**src/hdl/zero_run_length_encoder_top_assert.svh**
```systemverilog
// ----------------------------------------------------------------------------
// Assertion macros for the zero run length encoder
// Shared concurrent assertion forms, clocked on clk_i, disabled in reset.
// ----------------------------------------------------------------------------
`ifndef ZERO_RUN_LENGTH_ENCODER_TOP_ASSERT_SVH
`define ZERO_RUN_LENGTH_ENCODER_TOP_ASSERT_SVH

// Same-cycle implication.
`define ZRLE_ASSERT_NOW(lbl, ante, cons) \
  lbl: assert property (@(posedge clk_i) disable iff (!rst_ni) (ante) |-> (cons)) \
    else $error("zrle assertion failed");

// Next-cycle implication.
`define ZRLE_ASSERT_NEXT(lbl, ante, cons) \
  lbl: assert property (@(posedge clk_i) disable iff (!rst_ni) (ante) |=> (cons)) \
    else $error("zrle assertion failed");

`endif

```
**src/hdl/zrle_pkg.sv**
```systemverilog
// ----------------------------------------------------------------------------
// zrle_pkg
// Token type and fixed constants of the zero run length encoder.
// ----------------------------------------------------------------------------
package zrle_pkg;

  localparam int BYTE_W = 8;

  // Token kinds
  localparam logic KIND_RUN     = 1'b0;
  localparam logic KIND_LITERAL = 1'b1;

  typedef struct packed {
    logic              is_literal;
    logic [BYTE_W-1:0] value;
  } token_t;

endpackage

```
**src/hdl/zrle_encode.sv**
```systemverilog
// ----------------------------------------------------------------------------
// zrle_encode
// Input register, run counter and pending byte buffer; builds one token burst
// per accepted item.
// ----------------------------------------------------------------------------
module zrle_encode #(
  parameter int              RUN_BITS = 8,
  parameter longint unsigned MAX_RUN  = 255,
  parameter int              PEND_DEPTH = RUN_BITS / 8,
  parameter int              IW = $clog2(PEND_DEPTH + 1)
) (
  input  logic                 clk_i,
  input  logic                 rst_ni,
  input  logic                 in_valid_i,
  output logic                 in_ready_o,
  input  logic [7:0]           diff_i,
  input  logic [7:0]           orig_i,
  input  logic                 end_i,
  input  logic                 load_ok_i,
  output logic                 load_o,
  output zrle_pkg::token_t     tok_o [PEND_DEPTH+1],
  output logic [IW-1:0]        last_idx_o
);
  import zrle_pkg::*;

  localparam int CNT_W   = $clog2(MAX_RUN + 64'd1);
  localparam int NW      = $clog2(PEND_DEPTH + 2);
  localparam int RUN_MIN = PEND_DEPTH + 1;

  logic              vld_q;
  logic [7:0]        diff_q, orig_q;
  logic              end_q;
  logic [CNT_W-1:0]  cnt_q, cnt_d, cnt_inc;
  logic [BYTE_W-1:0] pend_q [PEND_DEPTH];
  logic [BYTE_W-1:0] pend_v [PEND_DEPTH];
  logic              d_zero, has_run, has_tail, empty, take;
  logic [CNT_W-1:0]  run_val;
  logic [IW-1:0]     lit_cnt;
  logic [NW-1:0]     tok_cnt;
  token_t            run_tok, tail_tok;

  assign d_zero  = (diff_q == 8'd0);
  assign cnt_inc = cnt_q + CNT_W'(1);

  always_comb begin
    for (int i = 0; i < PEND_DEPTH; i++) begin
      pend_v[i] = (d_zero && cnt_q == CNT_W'(i)) ? orig_q : pend_q[i];
    end
    has_run  = 1'b0;
    has_tail = 1'b0;
    run_val  = cnt_q;
    lit_cnt  = '0;
    cnt_d    = cnt_q;
    if (d_zero) begin
      cnt_d = cnt_inc;
      if (cnt_inc == CNT_W'(MAX_RUN)) begin
        // Cap reached: emit the run at once.
        has_run = 1'b1;
        run_val = cnt_inc;
        cnt_d   = '0;
      end else if (end_q) begin
        cnt_d = '0;
        if (cnt_inc >= CNT_W'(RUN_MIN)) begin
          has_run = 1'b1;
          run_val = cnt_inc;
        end else begin
          lit_cnt = IW'(cnt_inc);
        end
      end
    end else begin
      has_tail = 1'b1;
      cnt_d    = '0;
      if (cnt_q >= CNT_W'(RUN_MIN)) begin
        has_run = 1'b1;
      end else begin
        lit_cnt = IW'(cnt_q);
      end
    end
  end

  assign run_tok  = '{is_literal: KIND_RUN, value: run_val[BYTE_W-1:0]};
  assign tail_tok = '{is_literal: KIND_LITERAL, value: orig_q};

  always_comb begin
    for (int i = 0; i < PEND_DEPTH; i++) begin
      tok_o[i] = (IW'(i) < lit_cnt) ? '{is_literal: KIND_LITERAL, value: pend_v[i]}
                                    : tail_tok;
    end
    tok_o[PEND_DEPTH] = tail_tok;
    if (has_run) begin
      tok_o[0] = run_tok;
      tok_o[1] = tail_tok;
    end
  end

  assign tok_cnt    = NW'(lit_cnt) + NW'(has_run) + NW'(has_tail);
  assign last_idx_o = IW'(tok_cnt - NW'(1));
  assign empty      = (tok_cnt == '0);
  assign take       = vld_q && (empty || load_ok_i);
  assign load_o     = take && !empty;
  assign in_ready_o = !vld_q || take;

  always_ff @(posedge clk_i or negedge rst_ni) begin
    if (!rst_ni) begin
      vld_q <= 1'b0;
      cnt_q <= '0;
    end else begin
      if (in_ready_o) begin
        vld_q <= in_valid_i;
      end
      if (take) begin
        cnt_q <= cnt_d;
      end
    end
  end

  always_ff @(posedge clk_i) begin
    if (in_valid_i && in_ready_o) begin
      diff_q <= diff_i;
      orig_q <= orig_i;
      end_q  <= end_i;
    end
    if (take) begin
      pend_q <= pend_v;
    end
  end

  `include "zero_run_length_encoder_top_assert.svh"

  `ZRLE_ASSERT_NOW(a_cnt_below_cap, 1'b1, cnt_q != CNT_W'(MAX_RUN))
  `ZRLE_ASSERT_NEXT(a_nonzero_clears_run, take && !d_zero, cnt_q == '0)
  `ZRLE_ASSERT_NEXT(a_end_clears_run, take && end_q, cnt_q == '0)

endmodule

```
**src/hdl/zrle_emit.sv**
```systemverilog
// ----------------------------------------------------------------------------
// zrle_emit
// Burst register and output sequencer: hands out one token per transfer.
// ----------------------------------------------------------------------------
module zrle_emit #(
  parameter int PEND_DEPTH = 1,
  parameter int IW = $clog2(PEND_DEPTH + 1)
) (
  input  logic             clk_i,
  input  logic             rst_ni,
  input  logic             load_i,
  input  zrle_pkg::token_t tok_i [PEND_DEPTH+1],
  input  logic [IW-1:0]    last_idx_i,
  output logic             load_ok_o,
  output logic             out_valid_o,
  input  logic             out_ready_i,
  output zrle_pkg::token_t out_tok_o,
  output logic             out_last_o
);
  import zrle_pkg::*;

  logic          busy_q;
  logic [IW-1:0] pos_q, last_q;
  token_t        tok_q [PEND_DEPTH+1];
  logic          tok_last;

  assign tok_last    = (pos_q == last_q);
  assign load_ok_o   = !busy_q || (out_ready_i && tok_last);
  assign out_valid_o = busy_q;
  assign out_tok_o   = tok_q[pos_q];
  assign out_last_o  = tok_last;

  always_ff @(posedge clk_i or negedge rst_ni) begin
    if (!rst_ni) begin
      busy_q <= 1'b0;
      pos_q  <= '0;
      last_q <= '0;
    end else if (load_i) begin
      busy_q <= 1'b1;
      pos_q  <= '0;
      last_q <= last_idx_i;
    end else if (busy_q && out_ready_i) begin
      // Advance through the burst; drop busy after its last token.
      if (tok_last) begin
        busy_q <= 1'b0;
      end else begin
        pos_q <= pos_q + IW'(1);
      end
    end
  end

  always_ff @(posedge clk_i) begin
    if (load_i) begin
      tok_q <= tok_i;
    end
  end

  `include "zero_run_length_encoder_top_assert.svh"

  `ZRLE_ASSERT_NOW(a_pos_in_burst, busy_q, pos_q <= last_q)
  `ZRLE_ASSERT_NOW(a_load_when_free, load_i, load_ok_o)
  `ZRLE_ASSERT_NEXT(a_stall_holds, busy_q && !out_ready_i, busy_q && $stable(pos_q))

endmodule

```
**src/hdl/zero_run_length_encoder_top.sv**
```systemverilog
// ----------------------------------------------------------------------------
// zero_run_length_encoder_top
// Zero run length encoder: byte stream in, run and literal tokens out.
// ----------------------------------------------------------------------------
// Usage:
//   Slave stream: tdata = {orig_byte, diff_byte}, tlast = stream_end.
//   Master stream: tdata = token_value, tuser = is_literal (0 run, 1 literal),
//   tlast = last_of_burst (last token caused by one input item).
//   Zero diff bytes build a run. A run of at least RUN_BITS/8+1 positions comes
//   out as one run token; shorter runs come out as literals of the buffered
//   original bytes. A run is cut at MAX_RUN, and tlast on input flushes it.
//   An item is registered on input; its burst is then loaded from the input
//   register into the burst register, which drives its first token.
//   Throughput: one item per cycle while each item yields at most one token
//   and master tready stays high; an item that yields more tokens holds the
//   burst register until its last token is taken.
//   Items yielding no token leave the input register without a burst load.
//   Reset clears the run counter and both valid stages; buffered bytes need
//   no clearing. When master tready is low the current token holds, the next
//   burst waits in the input register, and s_axis_tready drops behind it.
// ----------------------------------------------------------------------------
module zero_run_length_encoder_top #(
  parameter int              RUN_BITS = 8,
  parameter longint unsigned MAX_RUN  = 255
) (
  input  logic        clk_i,
  input  logic        rst_ni,
  // Slave stream
  input  logic        s_axis_tvalid_i,
  output logic        s_axis_tready_o,
  input  logic [15:0] s_axis_tdata_i,   // [7:0] diff_byte, [15:8] orig_byte
  input  logic        s_axis_tlast_i,   // stream_end
  // Master stream
  output logic        m_axis_tvalid_o,
  input  logic        m_axis_tready_i,
  output logic [7:0]  m_axis_tdata_o,   // [7:0] token_value
  output logic        m_axis_tuser_o,   // [0] is_literal
  output logic        m_axis_tlast_o    // last_of_burst
);
  import zrle_pkg::*;

  // Bytes buffered for a short run; a burst is at most this plus one token.
  localparam int PEND_DEPTH = RUN_BITS / 8;
  localparam int IW         = $clog2(PEND_DEPTH + 1);

  logic          load, load_ok;
  token_t        burst_tok [PEND_DEPTH+1];
  logic [IW-1:0] burst_last;
  token_t        out_tok;

  // Count runs and build each item's burst of tokens.
  zrle_encode #(
    .RUN_BITS   (RUN_BITS),
    .MAX_RUN    (MAX_RUN),
    .PEND_DEPTH (PEND_DEPTH),
    .IW         (IW)
  ) u_encode (
    .clk_i      (clk_i),
    .rst_ni     (rst_ni),
    .in_valid_i (s_axis_tvalid_i),
    .in_ready_o (s_axis_tready_o),
    .diff_i     (s_axis_tdata_i[7:0]),
    .orig_i     (s_axis_tdata_i[15:8]),
    .end_i      (s_axis_tlast_i),
    .load_ok_i  (load_ok),
    .load_o     (load),
    .tok_o      (burst_tok),
    .last_idx_o (burst_last)
  );

  // Hand out the burst one transfer at a time.
  zrle_emit #(
    .PEND_DEPTH (PEND_DEPTH),
    .IW         (IW)
  ) u_emit (
    .clk_i       (clk_i),
    .rst_ni      (rst_ni),
    .load_i      (load),
    .tok_i       (burst_tok),
    .last_idx_i  (burst_last),
    .load_ok_o   (load_ok),
    .out_valid_o (m_axis_tvalid_o),
    .out_ready_i (m_axis_tready_i),
    .out_tok_o   (out_tok),
    .out_last_o  (m_axis_tlast_o)
  );

  assign m_axis_tdata_o = out_tok.value;
  assign m_axis_tuser_o = out_tok.is_literal;

endmodule

```
**config.mk**
```make
export PLATFORM = sky130hd
export DESIGN_NAME = zero_run_length_encoder_top
export DESIGN_NICKNAME = d
export VERILOG_FILES = /design/src/hdl/zrle_pkg.sv /design/src/hdl/zrle_encode.sv /design/src/hdl/zrle_emit.sv /design/src/hdl/zero_run_length_encoder_top.sv
export VERILOG_INCLUDE_DIRS = /design/src /design/src/hdl
export SDC_FILE = /design/constraint.sdc
export NUM_CORES = 1
export LEC_CHECK = 0
export BUFFER_PORTS_ARGS = -buffer_cell sky130_fd_sc_hd__buf_4
export CAP_MARGIN = 5
export CORE_MARGIN = 2
export CORE_UTILIZATION = 63
export CTS_CLUSTER_SIZE = 30
export DETAILED_ROUTE_END_ITERATION = 8
export GPL_TIMING_DRIVEN = 0
export PLACE_DENSITY = 0.85
export SLEW_MARGIN = 25
export SYNTH_ARGS = -nofsm -noshare
export SYNTH_HDL_FRONTEND = slang
export SYNTH_HIERARCHICAL = 1
export SYNTH_SLANG_ARGS = --single-unit
```
**constraint.sdc**
```tcl
create_clock -name clk_i -period 6.6 [get_ports clk_i]
set_clock_uncertainty 0.15 [all_clocks]
set_input_delay 0.99 -clock clk_i [delete_from_list [all_inputs] [get_ports clk_i]]
set_output_delay 0.99 -clock clk_i [all_outputs]
set_load 0.03 [all_outputs]
```
Word-level counts from Yosys, hierarchy flattened
Cells that the tools add are included.
{"block": "classes", "add_sub_neg": 5, "order_cmp": 4, "eq_ne": 3, "mux": 30, "bitwise": 1, "reduce_logical": 19}
{"operator": "$mux 8", "n": 9}
{"operator": "$mux 9", "n": 3}
{"operator": "$mux 1", "n": 17}
{"operator": "$mux 17", "n": 1}
{"operator": "$ge 8x2->1 const B", "n": 2}
{"operator": "$logic_not 8->1", "n": 2}
{"operator": "$add 8x1->8 const B", "n": 1}
{"operator": "$eq 8x8->1 const B", "n": 1}
{"operator": "$logic_and 1x1->1", "n": 6}
{"operator": "$reduce_and 2->1", "n": 2}
{"operator": "$reduce_bool 2->1", "n": 2}
{"operator": "$logic_not 1->1", "n": 3}
{"operator": "$logic_or 1x1->1", "n": 3}
{"operator": "$add 1x1->2", "n": 1}
{"operator": "$add 2x1->2", "n": 1}
{"operator": "$ge 2x2->1 const B", "n": 1}
{"operator": "$logic_not 2->1", "n": 1}
{"operator": "$ne 2x2->1 const B", "n": 1}
{"operator": "$not 1->2", "n": 1}
{"operator": "$add 1x1->1 const B", "n": 1}
{"operator": "$eq 1x1->1", "n": 1}
{"operator": "$lt 1x1->1 const A", "n": 1}
{"operator": "$sub 1x1->1 const B", "n": 1}
{"block": "totals", "register_bits": 55, "in_bits": 21, "output_inout_bits": 12, "elab_cells": 75}

Longest topological paths before layout
{"block": "depth", "word_depth": 14, "depth_mapped": 17, "ltp_nobuf": 15}

Modules after synthesis
Netlist, hierarchy kept.
{"module": "zrle_encode", "n_inst": 1, "cells_each": 193, "area_per_inst_um2": 2164.6}
{"module": "zrle_emit", "n_inst": 1, "cells_each": 40, "area_per_inst_um2": 795.8}

Worst setup path after synthesis
No wires, ideal clock.
{"block": "synth_timing", "path_kind": "reg2reg", "from": "register u_encode.cnt_q[1]", "to": "register u_emit.last_q", "setup_time_ps": 125, "t_arrival_ps": 4137, "required_time_ps": 6325, "setup_slack_ps": 2189, "path_stages_with_launch": 16, "path_buffers": 3, "synth_period_minus_slack_ps": 4411, "path_cell_list": "dfrtp_1 > ha_1 > clkbuf_2 > xnor2_1 > or3_4 > o21ai_2 > nand2_2 > o21a_1 > buf_6 > inv_2 > ha_1 > a311oi_2 > o21ai_1 > buf_2 > nor2_1 > mux2_2"}
{"block": "synth_between", "elab_chain_len": 12, "elab_cells_between_ends": 22, "cone_classes": "add/sub: 4; order compare: 2; eq/ne: 1; mux: 10; reduce/logical: 5"}
{"element": "start: declaration", "line_no": "zrle_encode.sv:33", "rtl": "logic [CNT_W-1:0] cnt_q, cnt_d, cnt_inc;"}
{"element": "start signal: assignment", "line_no": "zrle_encode.sv:112", "rtl": "cnt_q <= cnt_d;"}
{"element": "$add 8x1->8", "line_no": "zrle_encode.sv:43", "rtl": "assign cnt_inc = cnt_q + CNT_W'(1);"}
{"element": "$ge 8x2->1", "line_no": "zrle_encode.sv:63", "rtl": "if (cnt_inc >= CNT_W'(RUN_MIN)) begin"}
{"element": "$mux 1", "line_no": "zrle_encode.sv:63"}
{"element": "$mux 1", "line_no": "zrle_encode.sv:61", "rtl": "end else if (end_q) begin"}
{"element": "$mux 1", "line_no": "zrle_encode.sv:56", "rtl": "if (cnt_inc == CNT_W'(MAX_RUN)) begin"}
{"element": "$mux 1", "line_no": "zrle_encode.sv:54", "rtl": "if (d_zero) begin"}
{"element": "$add 1x1->2 *", "line_no": "zrle_encode.sv:96", "rtl": "assign tok_cnt = NW'(lit_cnt) + NW'(has_run) + NW'(has_tail);"}
{"element": "$add 2x1->2 *", "line_no": "zrle_encode.sv:96"}
{"element": "$logic_not 2->1 *", "line_no": "zrle_encode.sv:98", "rtl": "assign empty = (tok_cnt == '0);"}
{"element": "$logic_or 1x1->1", "line_no": "zrle_encode.sv:99", "rtl": "assign take = vld_q && (empty || load_ok_i);"}
{"element": "$logic_and 1x1->1", "line_no": "zrle_encode.sv:99"}
{"element": "$logic_and 1x1->1 *", "line_no": "zrle_encode.sv:100", "rtl": "assign load_o = take && !empty;"}
{"element": "named net load", "line_no": "zero_run_length_encoder_top.sv:46", "rtl": "logic load, load_ok;"}
{"element": "end signal: assignment", "line_no": "zrle_emit.sv:41", "rtl": "last_q <= last_idx_i;"}
{"element": "end: declaration", "line_no": "zrle_emit.sv:23", "rtl": "logic [IW-1:0] pos_q, last_q;"}
Mark *: on every way through the listed nets, which the timed path passes. The rest lies on a longest branch.
A chain may end at the register's enable or synchronous reset.

Worst setup path in the final report
{"block": "layout_timing", "from": "register u_encode.cnt_q[1]", "to": "output s_axis_tready_o"}
{"block": "layout_between", "elab_chain_len": 12, "elab_cells_between_ends": 20, "cone_classes": "add/sub: 3; order compare: 2; eq/ne: 1; mux: 10; reduce/logical: 4"}
{"element": "$add 8x1->8", "line_no": "zrle_encode.sv:43"}
{"element": "$ge 8x2->1", "line_no": "zrle_encode.sv:63"}
{"element": "$mux 1", "line_no": "zrle_encode.sv:63"}
{"element": "$mux 1", "line_no": "zrle_encode.sv:61"}
{"element": "$mux 1", "line_no": "zrle_encode.sv:56"}
{"element": "$mux 1", "line_no": "zrle_encode.sv:54"}
{"element": "$add 1x1->2 *", "line_no": "zrle_encode.sv:96"}
{"element": "$add 2x1->2 *", "line_no": "zrle_encode.sv:96"}
{"element": "$logic_not 2->1 *", "line_no": "zrle_encode.sv:98"}
{"element": "$logic_or 1x1->1 *", "line_no": "zrle_encode.sv:99"}
{"element": "$logic_and 1x1->1 *", "line_no": "zrle_encode.sv:99"}
{"element": "$logic_or 1x1->1 *", "line_no": "zrle_encode.sv:101", "rtl": "assign in_ready_o = !vld_q || take;"}
{"element": "end: declaration", "line_no": "zero_run_length_encoder_top.sv:30", "rtl": "output logic s_axis_tready_o,"}
Every way passes the cells marked *; elsewhere a longest branch is shown, timed or not.

==> impl_metrics.tcl <==
set metrics [dict create \
    cts.htree.levels 2 \
    ff2ff_path_depth 14 \
    clk_pin_slew_ns 0.10 \
    final_core_util_pct 75.8 \
    irDropWorstVdd_mv 0.142 \
    port_buffers 32 \
    slowest_stage "dfrtp_1" \
    wire_per_inst_um 17.5 \
    die_x_um 72.6 \
    finalCriticalPeriod_ns 4.72 \
    cts_buffers 5 \
    hold_buffers 0 \
    slew_violations 0 \
    whs_endpoint "u_emit/tok_q[7]" \
    place_area_um2 3280 \
    finalHoldViolations 0 \
    async_flop_share_pct 21.8 \
    clock.fmax_mhz 212 \
    io_pins 33 \
    status "complete, no violations" \
    rsz0062_at_grt "no" \
    whs_ns 0.339 \
    finalSetupTns_ns 0 \
    ys_ff_latch 55 \
    cp_max_fo 8 \
    cts_tree "done" \
    synth_top_area_cell "edfxtp_1" \
    area_growth_pct 13.8 \
    synth_top_area_share_pct 43.6 \
    synth_edf_count 43 \
    vias 1988 \
    crit_top_cell "ha_1" \
    post_cts_resized 0 \
    syn_inst 233 \
    initial_core_util_pct 66.6 \
    cp_cell_sequence "ha_1 > clkbuf_2 > xnor2_1 > or3_4 > o21ai_2 > nand2_2 > o21a_1 > buf_6 > inv_2 > ha_1 > a311oi_2 > nor2_1 > nand2_1 > buf_4" \
    syn_avg_cell_area_um2 12.7 \
    power.leakage_nw 1.27 \
    cts_setup_buffers 0 \
    min_period_over_period_pct 71.5 \
    r2r_slack_ns 2.33 \
    setup_viol 0 \
    core_um2 4440 \
    max_cap_violations 0 \
    synthTopCellsByArea "edfxtp_1 44%, dfrtp_1 10%, mux2_2 6.8%, mux2i_1 3.4%, ha_1 3.0%" \
    worst_setup_path_start_kind "flop" \
    worst_r2r_endpoint "u_encode/end_q" \
    critPathMaxStageDelay_ns 0.51 \
    hp-class "flop to flop" \
    clock_sinks 55 \
    mostFrequentLayoutCells "43 x edfxtp_1, 34 x buf_4, 18 x mux2_2" \
    maxSlewHeadroom_pct 47.9 \
    ys_types 56 \
    die_h_um 72.6 \
    startpoint "u_encode/cnt_q[1]" \
    synth_area_um2 2960 \
    clk_latency_ns 0.31 \
    yosysWarnings 6 \
    worstHoldStart "u_encode/orig_q[7]" \
    synth_ff_type "edfxtp_1" \
    first_pass_iters 4 \
    worst-setup-path-type "flop to output pin" \
    r2r_start "u_encode/cnt_q[1]" \
    drive_above_1_share_pct 34.7 \
    grt_max_degree 18 \
    seq_area_frac_synth_pct 53.8 \
    synth_nets 261 \
    nFillCells 306 \
    critPathCaptureType "output pin" \
    num_rows 24 \
    arrival_ns 3.58 \
    worstPathRequired_ns 5.46 \
    antenna_found_initial 0 \
    dieArea_um2 5260 \
    worst_slew_pin_slew_ns 0.782 \
    grt_pass1_vias 1868 \
    fin_area_um2 3370 \
    holdPathStages 0 \
    dr.first_iter.drc_count 143 \
    clock-root-buffer "clkbuf_8" \
    powerDensity_nw_per_um2 212 \
    drt-vias-per-instance 6.10 \
    layout_commonest_cell "edfxtp_1" \
    insertedDiodeCount 0 \
    drc 0 \
    wl_mm 5.71 \
    postRouteAntennaNets 0 \
    dp_hpwl_mm 4.21 \
    cts.path.max_buffers 2 \
    num-nets-final 301 \
    overflow 0 \
    place_congestion 0.938 \
    grt_usage_pct 22.9 \
    grt_pass1_wl_mm 9.03 \
]
layer usage:
metal  global-route usage, %  part of all wire (%)
met1                    30.3                    42
met2                    37.9                    49
met3                    3.89                   6.4
met4                    8.64                   2.4
met5                       0                     0
metrics by stage:
step / setup slack (ns) / power, mW / std cells
floorplan: 2.19 / 0.493 / 233
global placement: 1.55 / 0.527 / 317
detailed placement: 2.24 / 0.534 / 318
CTS: 1.87 / 0.720 / 326
global route: 1.72 / 0.740 / 326
finish: 1.88 / 0.713 / 326
Yosys cell counts (4+ instances only):
library cell and n:
edfxtp_1 43, mux2_2 18, nand2_1 14, nor2_1 13, dfrtp_1 12, mux2i_1 10
inv_1 8, o21ai_1 8, ha_1 7, a21oi_1 6, nand3_1 6, o21ai_0 5
o31ai_1 5, or3_1 5, and2_1 4, buf_2 4, buf_6 4
critical path, delay by kind of cell (launching register included):
family / cells / cell delay (ns)
compound gates: 3 / 0.85
simple gates: 4 / 0.71
buf+inv: 4 / 0.57
flops: 1 / 0.51
fa+ha+maj: 2 / 0.49
xor+xnor: 1 / 0.14
layout make-up:
| type | count | area, µm² | share of cell area [%] |
|---|---|---|---|
| Sequential cell | 55 | 1590 | 47.3 |
| Multi-Input combinational cell | 155 | 1240 | 36.8 |
| Timing Repair Buffer | 33 | 251 | 7.47 |
| Buffer | 13 | 92.6 | 2.75 |
| Clock buffer | 6 | 72.6 | 2.15 |
| Tap cell | 52 | 65.1 | 1.93 |
| Inverter | 10 | 37.5 | 1.11 |
| Clock inverter | 2 | 16.3 | 0.483 |
registers in the layout, summed over array words and instances (netlist names):
name and count:
u_emit/pos_q 1, u_encode/diff_q 8, u_emit/tok_q 18, u_encode/vld_q 1, u_encode/pend_q 8, u_emit/out_valid_o 1
u_encode/end_q 1, u_encode/orig_q 8, u_emit/last_q 1, u_encode/cnt_q 8
worst max-delay path by stage:
| stage | endpoint | slack [ns] | cells past startpoint |
|---|---|---|---|
| floorplan | u_emit/last_q | 2.19 | 15 |
| global placement | u_emit/last_q | 1.55 | 15 |
| detailed placement | s_axis_tready_o | 2.24 | 14 |
| CTS | s_axis_tready_o | 1.87 | 14 |
| global route | s_axis_tready_o | 1.72 | 14 |
| finish | s_axis_tready_o | 1.88 | 14 |
power breakdown:
group	internal (mW)	switching, mW	total (mW)	leakage, nW
clock network	0.0764	0.112	0.188	0.0418
logic	0.0401	0.0562	0.0963	0.652
registers	0.416	0.0135	0.429	0.575
total	0.532	0.181	0.713	1.27
kinds of logic (layout without fill, tap and decap cells):
kind of cell | count (synthesis) | in the layout | share of synthesized area, %
xor+xnor | 4 | 4 | 1.82
other cells | 1 | 1 | 0.127
compound gates | 48 | 48 | 12.2
flops | 55 | 55 | 53.8
fa+ha+maj | 7 | 7 | 2.96
simple gates | 66 | 66 | 14.0
buf+inv | 23 | 64 | 4.40
mux | 29 | 29 | 10.7
No activity file was read; power rests on OpenSTA's default activity.
